### src/hdl/salfu_pkg.sv
// Shared types, constants and helpers for the set-associative LFU cache lookup.
// No dependencies; imported by every module of the block.

package salfu_pkg;

    localparam int DEF_MAX_SETS = 256;
    localparam int DEF_MAX_WAYS = 8;
    localparam int QUEUE_DEPTH  = 2;

    localparam int ADDR_W      = 32;
    localparam int TAG_W       = 32;
    localparam int COUNT_W     = 32;
    localparam int OFFSET_W    = 5;
    localparam int INDEX_CFG_W = 4;
    localparam int WAYS_CFG_W  = 4;
    localparam int WAY_OUT_W   = 3;
    localparam int CFG_INDEX_W = 2;
    localparam int CFG_DATA_W  = 5;
    localparam int SHIFT_W     = 6;

    localparam logic [CFG_INDEX_W-1:0] CFG_OFFSET_BITS    = 2'd0;
    localparam logic [CFG_INDEX_W-1:0] CFG_SET_INDEX_BITS = 2'd1;
    localparam logic [CFG_INDEX_W-1:0] CFG_WAYS_IN_USE    = 2'd2;

    localparam logic [OFFSET_W-1:0]    OFFSET_LIMIT       = 5'd16;
    localparam logic [OFFSET_W-1:0]    OFFSET_RESET       = 5'd4;
    localparam logic [INDEX_CFG_W-1:0] SET_INDEX_RESET    = 4'd4;
    localparam logic [WAYS_CFG_W-1:0]  WAYS_RESET         = 4'd1;

    typedef enum logic [1:0] {
        ST_CLEAR,
        ST_IDLE,
        ST_LOOKUP
    } back_state_t;

    typedef struct packed {
        logic               valid;
        logic [TAG_W-1:0]   tag;
        logic [COUNT_W-1:0] count;
    } way_entry_t;

    typedef struct packed {
        logic clearing;
        logic queue_full;
    } front_status_t;

    function automatic int floor_log2(input int n);
        int b;
        b = 0;
        while (b < 16 && (2 << b) <= n)
            b++;
        return b;
    endfunction

endpackage

### src/hdl/salfu_queue.sv
// Short FIFO between the front and back parts of the cache lookup.
// Depends on salfu_pkg.

module salfu_queue
    import salfu_pkg::*;
#(
    parameter int DATA_W = 8,
    parameter int DEPTH  = QUEUE_DEPTH,
    localparam int PTR_W = (DEPTH > 1) ? $clog2(DEPTH) : 1,
    localparam int CNT_W = $clog2(DEPTH + 1)
)
(
    input  logic              clk,
    input  logic              rst_n,
    input  logic              push,
    input  logic [DATA_W-1:0] push_data,
    input  logic              pop,
    output logic [DATA_W-1:0] pop_data,
    output logic              full,
    output logic              empty
);

    logic [DATA_W-1:0] entries [DEPTH];
    logic [PTR_W-1:0]  wr_ptr_reg, wr_ptr_next;
    logic [PTR_W-1:0]  rd_ptr_reg, rd_ptr_next;
    logic [CNT_W-1:0]  count_reg, count_next;

    assign full     = (count_reg == CNT_W'(DEPTH));
    assign empty    = (count_reg == '0);
    assign pop_data = entries[rd_ptr_reg];

    always_comb
    begin
        wr_ptr_next = wr_ptr_reg;
        rd_ptr_next = rd_ptr_reg;
        count_next  = count_reg;
        if (push)
        begin
            wr_ptr_next = (wr_ptr_reg == PTR_W'(DEPTH - 1)) ? '0 : wr_ptr_reg + 1'b1;
        end
        if (pop)
        begin
            rd_ptr_next = (rd_ptr_reg == PTR_W'(DEPTH - 1)) ? '0 : rd_ptr_reg + 1'b1;
        end
        if (push && !pop)
        begin
            count_next = count_reg + 1'b1;
        end
        else if (pop && !push)
        begin
            count_next = count_reg - 1'b1;
        end
    end

    always_ff @(posedge clk or negedge rst_n)
    begin
        if (!rst_n)
        begin
            wr_ptr_reg <= '0;
            rd_ptr_reg <= '0;
            count_reg  <= '0;
        end
        else
        begin
            wr_ptr_reg <= wr_ptr_next;
            rd_ptr_reg <= rd_ptr_next;
            count_reg  <= count_next;
        end
    end

    always_ff @(posedge clk)
    begin
        if (push)
        begin
            entries[wr_ptr_reg] <= push_data;
        end
    end

endmodule

### config.mk
export PLATFORM = sky130hd
export DESIGN_NAME = salfu_queue
export DESIGN_NICKNAME = d
export VERILOG_FILES = /design/src/hdl/salfu_pkg.sv /design/src/hdl/salfu_queue.sv
export SDC_FILE = /design/constraint.sdc
export NUM_CORES = 1
export LEC_CHECK = 0
export ABC_CLOCK_PERIOD_IN_PS = 1400
export BUFFER_PORTS_ARGS = -buffer_cell sky130_fd_sc_hd__buf_2
export CAP_MARGIN = 0
export CORE_MARGIN = 5
export CORE_UTILIZATION = 34
export CTS_BUF_LIST = sky130_fd_sc_hd__clkbuf_2
export CTS_CLUSTER_DIAMETER = 120
export DETAILED_ROUTE_END_ITERATION = 10
export HOLD_SLACK_MARGIN = 0.06
export PLACE_DENSITY = 0.62
export SKIP_LAST_GASP = 1
export SLEW_MARGIN = 25
export SYNTH_ARGS = -nofsm -noshare
export SYNTH_HDL_FRONTEND = slang
export SYNTH_SLANG_ARGS = --single-unit
### constraint.sdc
create_clock -name clk -period 1.4 [get_ports clk]
set_clock_uncertainty 0.05 [all_clocks]
set_input_delay 0.21 -clock clk [delete_from_list [all_inputs] [get_ports clk]]
set_output_delay 0.21 -clock clk [all_outputs]
set_load 0.02 [all_outputs]
==> impl_metrics.tcl <==
set metrics [dict create \
    outcome "complete, but fails checks" \
    violations "setup timing" \
    fillers 185 \
    pre_cts_ws_ps 23.99 \
    h-tree-depth 1 \
    gp_congestion 0.6174 \
    top_layer "met3" \
    drtPass1Iterations 4 \
    cts_tree "yes" \
    rsz0062_at_grt "true" \
    synth_nets 54 \
    rr_worst_depth 1 \
    ctsLongestPathBuffers 2 \
    ys_ff_latch 20 \
    power_leakage_uw 0.0004890 \
    synthTopCellsByArea "edfxtp_1, dfrtp_1, mux2_2" \
    antenna-diode-count 0 \
    crit_fanout 4 \
    initial_core_util 0.3518 \
    synth_flop_cell "edfxtp_1" \
    coreArea_um2 2191 \
    avgViaCountPerCell 4.282 \
    clock_latency_ps 280 \
    criticalPathCategory "reg2out" \
    synth_mux_area_frac 0.1169 \
    synthAdderAreaFrac 0.01623 \
    post-route-period-util 1.118 \
    arrival_ps 1310 \
    nets 96 \
    drive_gt1_frac 0.5000 \
    syn_inst 41 \
    syn_area_per_cell_um2 18.80 \
    fmax_ghz 0.6387 \
    yosysWarnings 0 \
    drtAntennaViolNets 0 \
    synth_top_cell_by_area "edfxtp_1" \
    antenna_found_initial 0 \
    first_iter_violations 5 \
    first_global_vias 506 \
    critPathLaunchType "flip-flop" \
    grt_usage 0.08244 \
    setup_viol 8 \
    synth.top_cell.area_share 0.6234 \
    wl_per_cell_um 11.99 \
    cts-root-buf "clkbuf_2" \
    cts_made_buffers 3 \
    synthSimpleGateAreaFrac 0.03734 \
    ys_seq_area_frac 0.7532 \
    synth_top_family_by_area "multiplexers" \
    synth_edf_count 16 \
    finalSetupTns_ps -1261 \
    grt_pass1_wl_um 2070 \
    max_cap_violations 0 \
    synth_cell_type_count 12 \
    power_density_nw_per_um2 1825 \
    wl_met3_um 90 \
    vias 471 \
    ys_top_cells_by_count "edfxtp_1, mux2_2, dfrtp_1, xor2_1, nor2_1" \
    crit_required_ps 1140 \
    ys_async_sr_fraction 0.2000 \
    synth_compound_area_frac 0 \
    dieArea_um2 3319 \
    yosysMostFrequentCell "edfxtp_1" \
    syn_area_um2 770.7 \
    syn2layout_area_growth_pct 49.84 \
    wl_met2_um 687 \
    core.rowCount 17 \
    ios 22 \
    post-route-min-period_ps 1566 \
    relSlewSlack 0.7459 \
    clock-sinks 20 \
    synth_xor_area_frac 0.05682 \
    hold_class "in2async" \
    cp-end-kind "primary output" \
    drt-met1-wl_um 540 \
    routed_wl_um 1319 \
    drc 0 \
    finalHoldViolCount 0 \
    portBuffers 21 \
    drv_slew 0 \
    die_x_um 57.61 \
    largest_register_ff_count 16 \
    ir_drop_mv 0.9455 \
    worst_slew_pin_slew_ps 381.1 \
    dieHeight_um 57.61 \
    fin_ws_ps -165.7 \
    clkTransAtPathRegs_ps 160 \
    overflow 0 \
    grt_max_degree 12 \
]
==> routing by layer <==
layer  global-route usage  up-vias
li1                     -      229
met1               0.1027      226
met2               0.1387       16
met3              0.02004        0
met4              0.02980        0
met5                    0        -
==> through the flow <==
step                      std cells  cell area (µm²)  power, µW  hold slack, ps    util
after floorplan                  41            770.7       1363          -135.6       -
after global placement           90            907.1       1528          -27.16  0.4140
after detailed placement         90            907.1       1545          -29.20  0.4140
after CTS                       108             1116       2048           67.12  0.5094
after global routing            110             1155       2228           150.0  0.5271
final                           110             1155       2107           186.1  0.5271
==> worst max-delay path, cell delays in order, from the launching register on <==
cell	delay, ps
dfrtp_2	460
buf_6	140
mux2_4	290
buf_6	130
==> repair_timing <==
action	CTS	global route
hold buffers	10	1
setup buffers	4	1
setup endpoints to repair	8	9
gates resized for setup	20	6
gates cloned	0	0
hold endpoints to repair	21	1
==> power breakdown <==
part | internal (µW) | switching [µW] | total [µW] | leakage [µW]
clock network | 75.7 | 154 | 230 | 0.0000166
logic | 559 | 434 | 993 | 0.000277
registers | 810 | 74.0 | 884 | 0.000196
total | 1440 | 662 | 2110 | 0.000489
==> kinds of logic (layout without fill, tap and decap cells) <==
kind of cell | Yosys count | count (layout)
fa+ha+maj | 1 | 1
simple gates | 5 | 5
xor+xnor | 5 | 5
flops | 20 | 20
mux | 8 | 8
buf+inv | 2 | 43
==> cells in the final DEF (no fill, tap or decap), types with 2 or more instances in the layout <==
cell type      synthesis  final
mux2_4                 0      4
buf_4                  0      4
edfxtp_1              16     16
clkbuf_2               0      4
xor2_1                 4      4
mux2_2                 8      4
dlygate4sd3_1          0     11
dfrtp_1                4      3
buf_2                  0     12
buf_6                  1     11
nor2_1                 2      2
==> cell type report <==
cell class / instances / area [µm²] / share of cell area
clock buffers: 4 / 20.02 / 0.01733
inverters: 1 / 3.754 / 0.003250
multi-input cells: 19 / 190.2 / 0.1647
flip-flops and latches: 20 / 581.8 / 0.5038
repair buffers: 38 / 324.1 / 0.2806
well taps: 28 / 35.03 / 0.03034
==> path summary, 6_finish.rpt <==
path,from,endpoint,slack (ps)
min in group clk,count_reg[1],count_reg[1],460
worst max-delay path,rd_ptr_reg,pop_data[5],-170
max in group asynchronous,rst_n,rd_ptr_reg,990
worst min-delay path,rst_n,count_reg[0],190
worst min register to register,count_reg[1],count_reg[1],460
worst max register to register,wr_ptr_reg,entries[1][1],250
No activity file was read; power rests on OpenSTA's default activity.
