[src/hdl/salfu_pkg.sv]
// Shared types, constants and helpers for the set-associative LFU cache lookup.
// No dependencies; imported by every module of the block.

package salfu_pkg;

    localparam int DEF_MAX_SETS = 256;
    localparam int DEF_MAX_WAYS = 8;
    localparam int QUEUE_DEPTH  = 2;

    localparam int ADDR_W      = 32;
    localparam int TAG_W       = 32;
    localparam int COUNT_W     = 32;
    localparam int OFFSET_W    = 5;
    localparam int INDEX_CFG_W = 4;
    localparam int WAYS_CFG_W  = 4;
    localparam int WAY_OUT_W   = 3;
    localparam int CFG_INDEX_W = 2;
    localparam int CFG_DATA_W  = 5;
    localparam int SHIFT_W     = 6;

    localparam logic [CFG_INDEX_W-1:0] CFG_OFFSET_BITS    = 2'd0;
    localparam logic [CFG_INDEX_W-1:0] CFG_SET_INDEX_BITS = 2'd1;
    localparam logic [CFG_INDEX_W-1:0] CFG_WAYS_IN_USE    = 2'd2;

    localparam logic [OFFSET_W-1:0]    OFFSET_LIMIT       = 5'd16;
    localparam logic [OFFSET_W-1:0]    OFFSET_RESET       = 5'd4;
    localparam logic [INDEX_CFG_W-1:0] SET_INDEX_RESET    = 4'd4;
    localparam logic [WAYS_CFG_W-1:0]  WAYS_RESET         = 4'd1;

    typedef enum logic [1:0] {
        ST_CLEAR,
        ST_IDLE,
        ST_LOOKUP
    } back_state_t;

    typedef struct packed {
        logic               valid;
        logic [TAG_W-1:0]   tag;
        logic [COUNT_W-1:0] count;
    } way_entry_t;

    typedef struct packed {
        logic clearing;
        logic queue_full;
    } front_status_t;

    function automatic int floor_log2(input int n);
        int b;
        b = 0;
        while (b < 16 && (2 << b) <= n)
            b++;
        return b;
    endfunction

endpackage

[src/hdl/salfu_front.sv]
// Front part: configuration registers, command acceptance, set and tag split.
// Depends on salfu_pkg.

module salfu_front
    import salfu_pkg::*;
#(
    parameter int MAX_SETS = DEF_MAX_SETS,
    parameter int MAX_WAYS = DEF_MAX_WAYS,
    localparam int SET_W   = (MAX_SETS > 1) ? $clog2(MAX_SETS) : 1,
    localparam int WCNT_W  = $clog2(MAX_WAYS + 1)
)
(
    input  logic                   clk,
    input  logic                   rst_n,
    input  logic                   start,
    output logic                   busy,
    input  logic [ADDR_W-1:0]      access_address,
    input  logic                   cfg_valid,
    output logic                   cfg_ready,
    input  logic [CFG_INDEX_W-1:0] cfg_index,
    input  logic [CFG_DATA_W-1:0]  cfg_data,
    input  front_status_t          status,
    output logic                   push,
    output logic [SET_W-1:0]       item_set,
    output logic [TAG_W-1:0]       item_tag,
    output logic [WCNT_W-1:0]      item_ways
);

    localparam logic [OFFSET_W-1:0] INDEX_LIMIT = OFFSET_W'(floor_log2(MAX_SETS));
    localparam logic [OFFSET_W-1:0] WAYS_LIMIT  = OFFSET_W'(MAX_WAYS);

    logic [OFFSET_W-1:0]    offset_bits_reg;
    logic [INDEX_CFG_W-1:0] set_index_bits_reg;
    logic [WAYS_CFG_W-1:0]  ways_in_use_reg;

    logic [OFFSET_W-1:0] ob;
    logic [OFFSET_W-1:0] ib;
    logic [OFFSET_W-1:0] wv;
    logic [ADDR_W-1:0]   shifted;
    logic [ADDR_W-1:0]   set_mask;
    logic [ADDR_W-1:0]   set_full;

    assign cfg_ready = 1'b1;
    assign busy      = status.clearing | status.queue_full;
    assign push      = start & ~busy;

    always_ff @(posedge clk or negedge rst_n)
    begin
        if (!rst_n)
        begin
            offset_bits_reg    <= OFFSET_RESET;
            set_index_bits_reg <= SET_INDEX_RESET;
            ways_in_use_reg    <= WAYS_RESET;
        end
        else if (cfg_valid)
        begin
            case (cfg_index)
                CFG_OFFSET_BITS:    offset_bits_reg    <= cfg_data;
                CFG_SET_INDEX_BITS: set_index_bits_reg <= cfg_data[INDEX_CFG_W-1:0];
                CFG_WAYS_IN_USE:    ways_in_use_reg    <= cfg_data[WAYS_CFG_W-1:0];
                default:            ;
            endcase
        end
    end

    always_comb
    begin
        ob = (offset_bits_reg > OFFSET_LIMIT) ? OFFSET_LIMIT : offset_bits_reg;
        ib = ({1'b0, set_index_bits_reg} > INDEX_LIMIT) ? INDEX_LIMIT
                                                        : {1'b0, set_index_bits_reg};
        wv = {1'b0, ways_in_use_reg};
        if (wv == '0)
        begin
            wv = OFFSET_W'(1);
        end
        else if (wv > WAYS_LIMIT)
        begin
            wv = WAYS_LIMIT;
        end
        shifted   = access_address >> ob;
        set_mask  = (ADDR_W'(1) << ib) - ADDR_W'(1);
        set_full  = shifted & set_mask;
        item_set  = set_full[SET_W-1:0];
        item_tag  = access_address >> ({1'b0, ob} + {1'b0, ib});
        item_ways = wv[WCNT_W-1:0];
    end

endmodule

[config.mk]
export PLATFORM = sky130hd
export DESIGN_NAME = salfu_front
export DESIGN_NICKNAME = d
export VERILOG_FILES = /design/src/hdl/salfu_pkg.sv /design/src/hdl/salfu_front.sv
export SDC_FILE = /design/constraint.sdc
export NUM_CORES = 1
export LEC_CHECK = 0
export BUFFER_PORTS_ARGS = -buffer_cell sky130_fd_sc_hd__buf_4
export CAP_MARGIN = 25
export CORE_MARGIN = 4
export CORE_UTILIZATION = 50
export DETAILED_ROUTE_END_ITERATION = 12
export HOLD_SLACK_MARGIN = 0.05
export PLACE_DENSITY = 0.84
export SETUP_SLACK_MARGIN = 0.4
export SYNTH_ARGS = -nofsm -noshare
export SYNTH_HDL_FRONTEND = slang
export SYNTH_SLANG_ARGS = --single-unit
export TNS_END_PERCENT = 1
[constraint.sdc]
create_clock -name clk -period 2.9 [get_ports clk]
set_input_delay 0.145 -clock clk [delete_from_list [all_inputs] [get_ports clk]]
set_output_delay 0.145 -clock clk [all_outputs]
set_load 0.03 [all_outputs]
==> impl_metrics.csv <==
group,metric,value,unit
sta,finalMaxSlewViolations,0,
critical_path,cpMaxStageDelayCell,"fa_2",
global_routing,antenna_found_initial,0,
power_and_ir_drop,p_seq_frac,0.040,
place,hpwl,9780,µm
critical_path,path_cells,"nand2b_4 -> inv_8 -> ha_4 -> inv_2 -> fa_2 -> buf_12 -> buf_4 -> mux4_2 -> nand2_1 -> nand2_1 -> nor3_1 -> a2111oi_4 -> buf_4",
critical_path,r2r_slack,1.58,ns
cts,cts_root_buf,"clkbuf_8",
power_and_ir_drop,total_power,6.15,mW
power_and_ir_drop,clockPowerShare,0.025,
global_routing,grt_pass1_wl,20900,µm
sta,relSlewSlack,0.431,
critical_path,path_buf_inv,5,
yosys,synth_nets,483,
floorplan,rows,30,
layout,final_nets,590,
critical_path,worstPathArrival,2.98,ns
place,io_buffers,90,
critical_path,crit_family,"simple AND/OR/NAND/NOR gates",
drt,vias,4213,
layout,drive_gt1_frac,0.545,
cts,clock_sinks,13,
drt,wl,13000,µm
yosys,synth_top_area_cell,"mux4_2",
power_and_ir_drop,swShare,0.525,
yosys,yosysMostFrequentCell,"nand2_1",
run,drv_cap,0,
sta,setup_tns,-3.96,ns
drt,drc_errors,0,
critical_path,crit_fanout,12,
yosys,synth_seq_area_share,0.0905,
yosys,ys.flop_type,"dfrtp_1",
power_and_ir_drop,internal_power,2.92,mW
sta,worst_slew_pin_slew,0.852,ns
drt,ant_nets,0,
sta,fmax,320,MHz
min_path,whs_path_depth,3,
cts,ctsHtreeMaxLevel,1,
layout,fillers,464,
critical_path,r2r-end,"offset_bits_reg[4]",
global_routing,grt.total_usage,0.293,
floorplan,start_util,0.524,
drt,wl_per_cell,20.6,µm
floorplan,core,6940,µm²
yosys,synth_area,3640,µm²
sta,skew,0,ns
yosys,synth_common_cells,"nand2_1, mux4_2, nor2_1",
cts,cts_tree,"done",
yosys,ys_top_cells_by_area,"mux4_2, mux2i_1, dfrtp_1, nand2_1, mux2_2",
critical_path,setup.worst_path.start_class,"register",
layout,diodes,0,
yosys,synth.avg_cell_area,8.42,µm²
cts,clk_pin_slew,0.05,ns
layout,area_growth,49.3,%
sta,fin_crit,3.12,ns
global_routing,grt_overflow_total,0,
power_and_ir_drop,leakage,2.19,nW
run_status,violations,"negative setup slack",
power_and_ir_drop,p_per_area,1130,nW/µm²
place,place_congestion,1.04,
min_path,hp-start,"cfg_data[4]",
drt,dr.pass1.iters,5,
critical_path,cpPeakStageDelay,0.57,ns
yosys,synth_top_cell_area_share,0.229,
global_routing,grt_pass1_vias,4173,
yosys,yosysUniqueCellTypes,67,
min_path,min_to,"offset_bits_reg[4]",
critical_path,rr_startpoint,"offset_bits_reg[4]",
yosys,yosys_register_bits,13,
layout,largest_register_ffs,5,
floorplan,ios,92,
critical_path,cp.depth,13,
critical_path,crit_type,"reg -> out",
sta,rsz0062_at_grt,"yes",
drt,viasPerCell,6.65,
sta,worst_slack,-0.225,ns
power_and_ir_drop,power_frac_comb,0.934,
sta,hold_violations,0,
cts,clock_latency,0.23,ns
cts,cts_buffers,3,
floorplan,die_height,93.3,µm
sta,period_share,1.08,
sta,setup_viol,28,
floorplan,die_width,93.3,µm
cts,cts_buffer_depth,2,
power_and_ir_drop,switchingPower,3.23,mW
min_path,hold_path.class,"in -> reg",
yosys,async_reset_ff_frac,1.00,
yosys,syn-instance-count,432,
yosys,yosys_warnings,0,
floorplan,die-area,8700,µm²
drt,drtIter0Drc,437,
place,dpl_worst_slack,-0.0181,ns
critical_path,r2r_cells,3,
global_routing,grt_max_degree,31,
critical_path,required,2.76,ns
yosys,synth-edff-count,0,
critical_path,crit_path_end_kind,"output port",
power_and_ir_drop,peakVddDrop,0.520,mV
run_status,status,"finished with violations",
[metrics by stage]
stage / hold slack, ns / cell area [µm²] / cells / util
after detailed placement: -0.00665 / 5120 / 626 / 0.738
after global routing: 0.126 / 5430 / 634 / 0.782
after CTS: 0.114 / 5300 / 632 / 0.763
after floorplan: -0.151 / 4140 / 432 / -
final: 0.119 / 5430 / 634 / 0.782
after global placement: -0.0100 / 5120 / 626 / 0.738
[worst min-delay path, stage by stage]
cell,delay (ns)
buf_4,0.08
nand2_1,0.03
o21ai_0,0.06
[area by class of cell]
| class | instances | area (µm²) | share of cell area |
|---|---|---|---|
| clock buffers | 4 | 45.0 | 0.00830 |
| inverters | 9 | 41.3 | 0.00761 |
| multi-input cells | 364 | 3610 | 0.664 |
| flip-flops and latches | 13 | 329 | 0.0606 |
| well taps | 96 | 120 | 0.0221 |
| repair buffers | 148 | 1290 | 0.237 |
[cell families (layout without fill, tap and decap cells)]
logic type | count (synthesis) | after routing | synth area share
mux | 89 | 89 | 0.380
compound gates | 103 | 103 | 0.205
simple gates | 160 | 160 | 0.207
xor+xnor | 5 | 5 | 0.0141
buf+inv | 55 | 161 | 0.0798
flops | 13 | 13 | 0.0905
other cells | 1 | 1 | 0.00103
fa+ha+maj | 6 | 6 | 0.0227
[power by group through the flow]
| stage | logic [mW] | registers [mW] | clock network [mW] |
|---|---|---|---|
| floorplan | 3.78 | 0.249 | 0 |
| finish | 5.75 | 0.249 | 0.156 |
| detailed placement | 5.30 | 0.249 | 0 |
| global route | 6.05 | 0.253 | 0.170 |
| CTS | 5.51 | 0.248 | 0.161 |
| global placement | 5.18 | 0.245 | 0 |
[routing by layer]
layer / vias to the layer above / share of wire / wire, µm / global-route usage
met5: - / 0 / 0 / 0
met4: 0 / 0.029 / 376 / 0.0855
met3: 55 / 0.10 / 1320 / 0.0306
met2: 303 / 0.51 / 6610 / 0.522
met1: 1986 / 0.36 / 4740 / 0.372
li1: 1869 / - / - / -
[worst max-delay path by stage]
stage,from,slack [ns],to
after floorplan,offset_bits_reg[4],-0.18,item_tag[9]
after global placement,set_index_bits_reg[3],0.03,item_tag[2]
after detailed placement,set_index_bits_reg[3],-0.02,item_tag[5]
after CTS,offset_bits_reg[4],-0.21,item_tag[10]
after global routing,offset_bits_reg[4],-0.31,item_tag[9]
final,offset_bits_reg[4],-0.22,item_tag[11]
[layout by cell type, fill, tap and decap left out, drive strengths merged, types with 10 or more instances in the layout]
| cell type | n |
|---|---|
| buf | 147 |
| nand2 | 63 |
| mux2 | 23 |
| nor3 | 10 |
| mux4 | 37 |
| dfrtp | 10 |
| nor2 | 38 |
| mux2i | 29 |
| o21ai | 19 |
| o22ai | 13 |
| a211oi | 11 |
| a21oi | 13 |
[timing repair]
item / CTS / global route
buffers inserted: 0 / 2
pin swaps: 4 / 9
hold endpoints to repair: 13 / 0
endpoints found under the setup margin: 38 / 38
resized for setup: 26 / 34
cloned: 1 / 0
hold buffers: 1 / 0
Note: power is estimated with default switching activity, not from simulation.
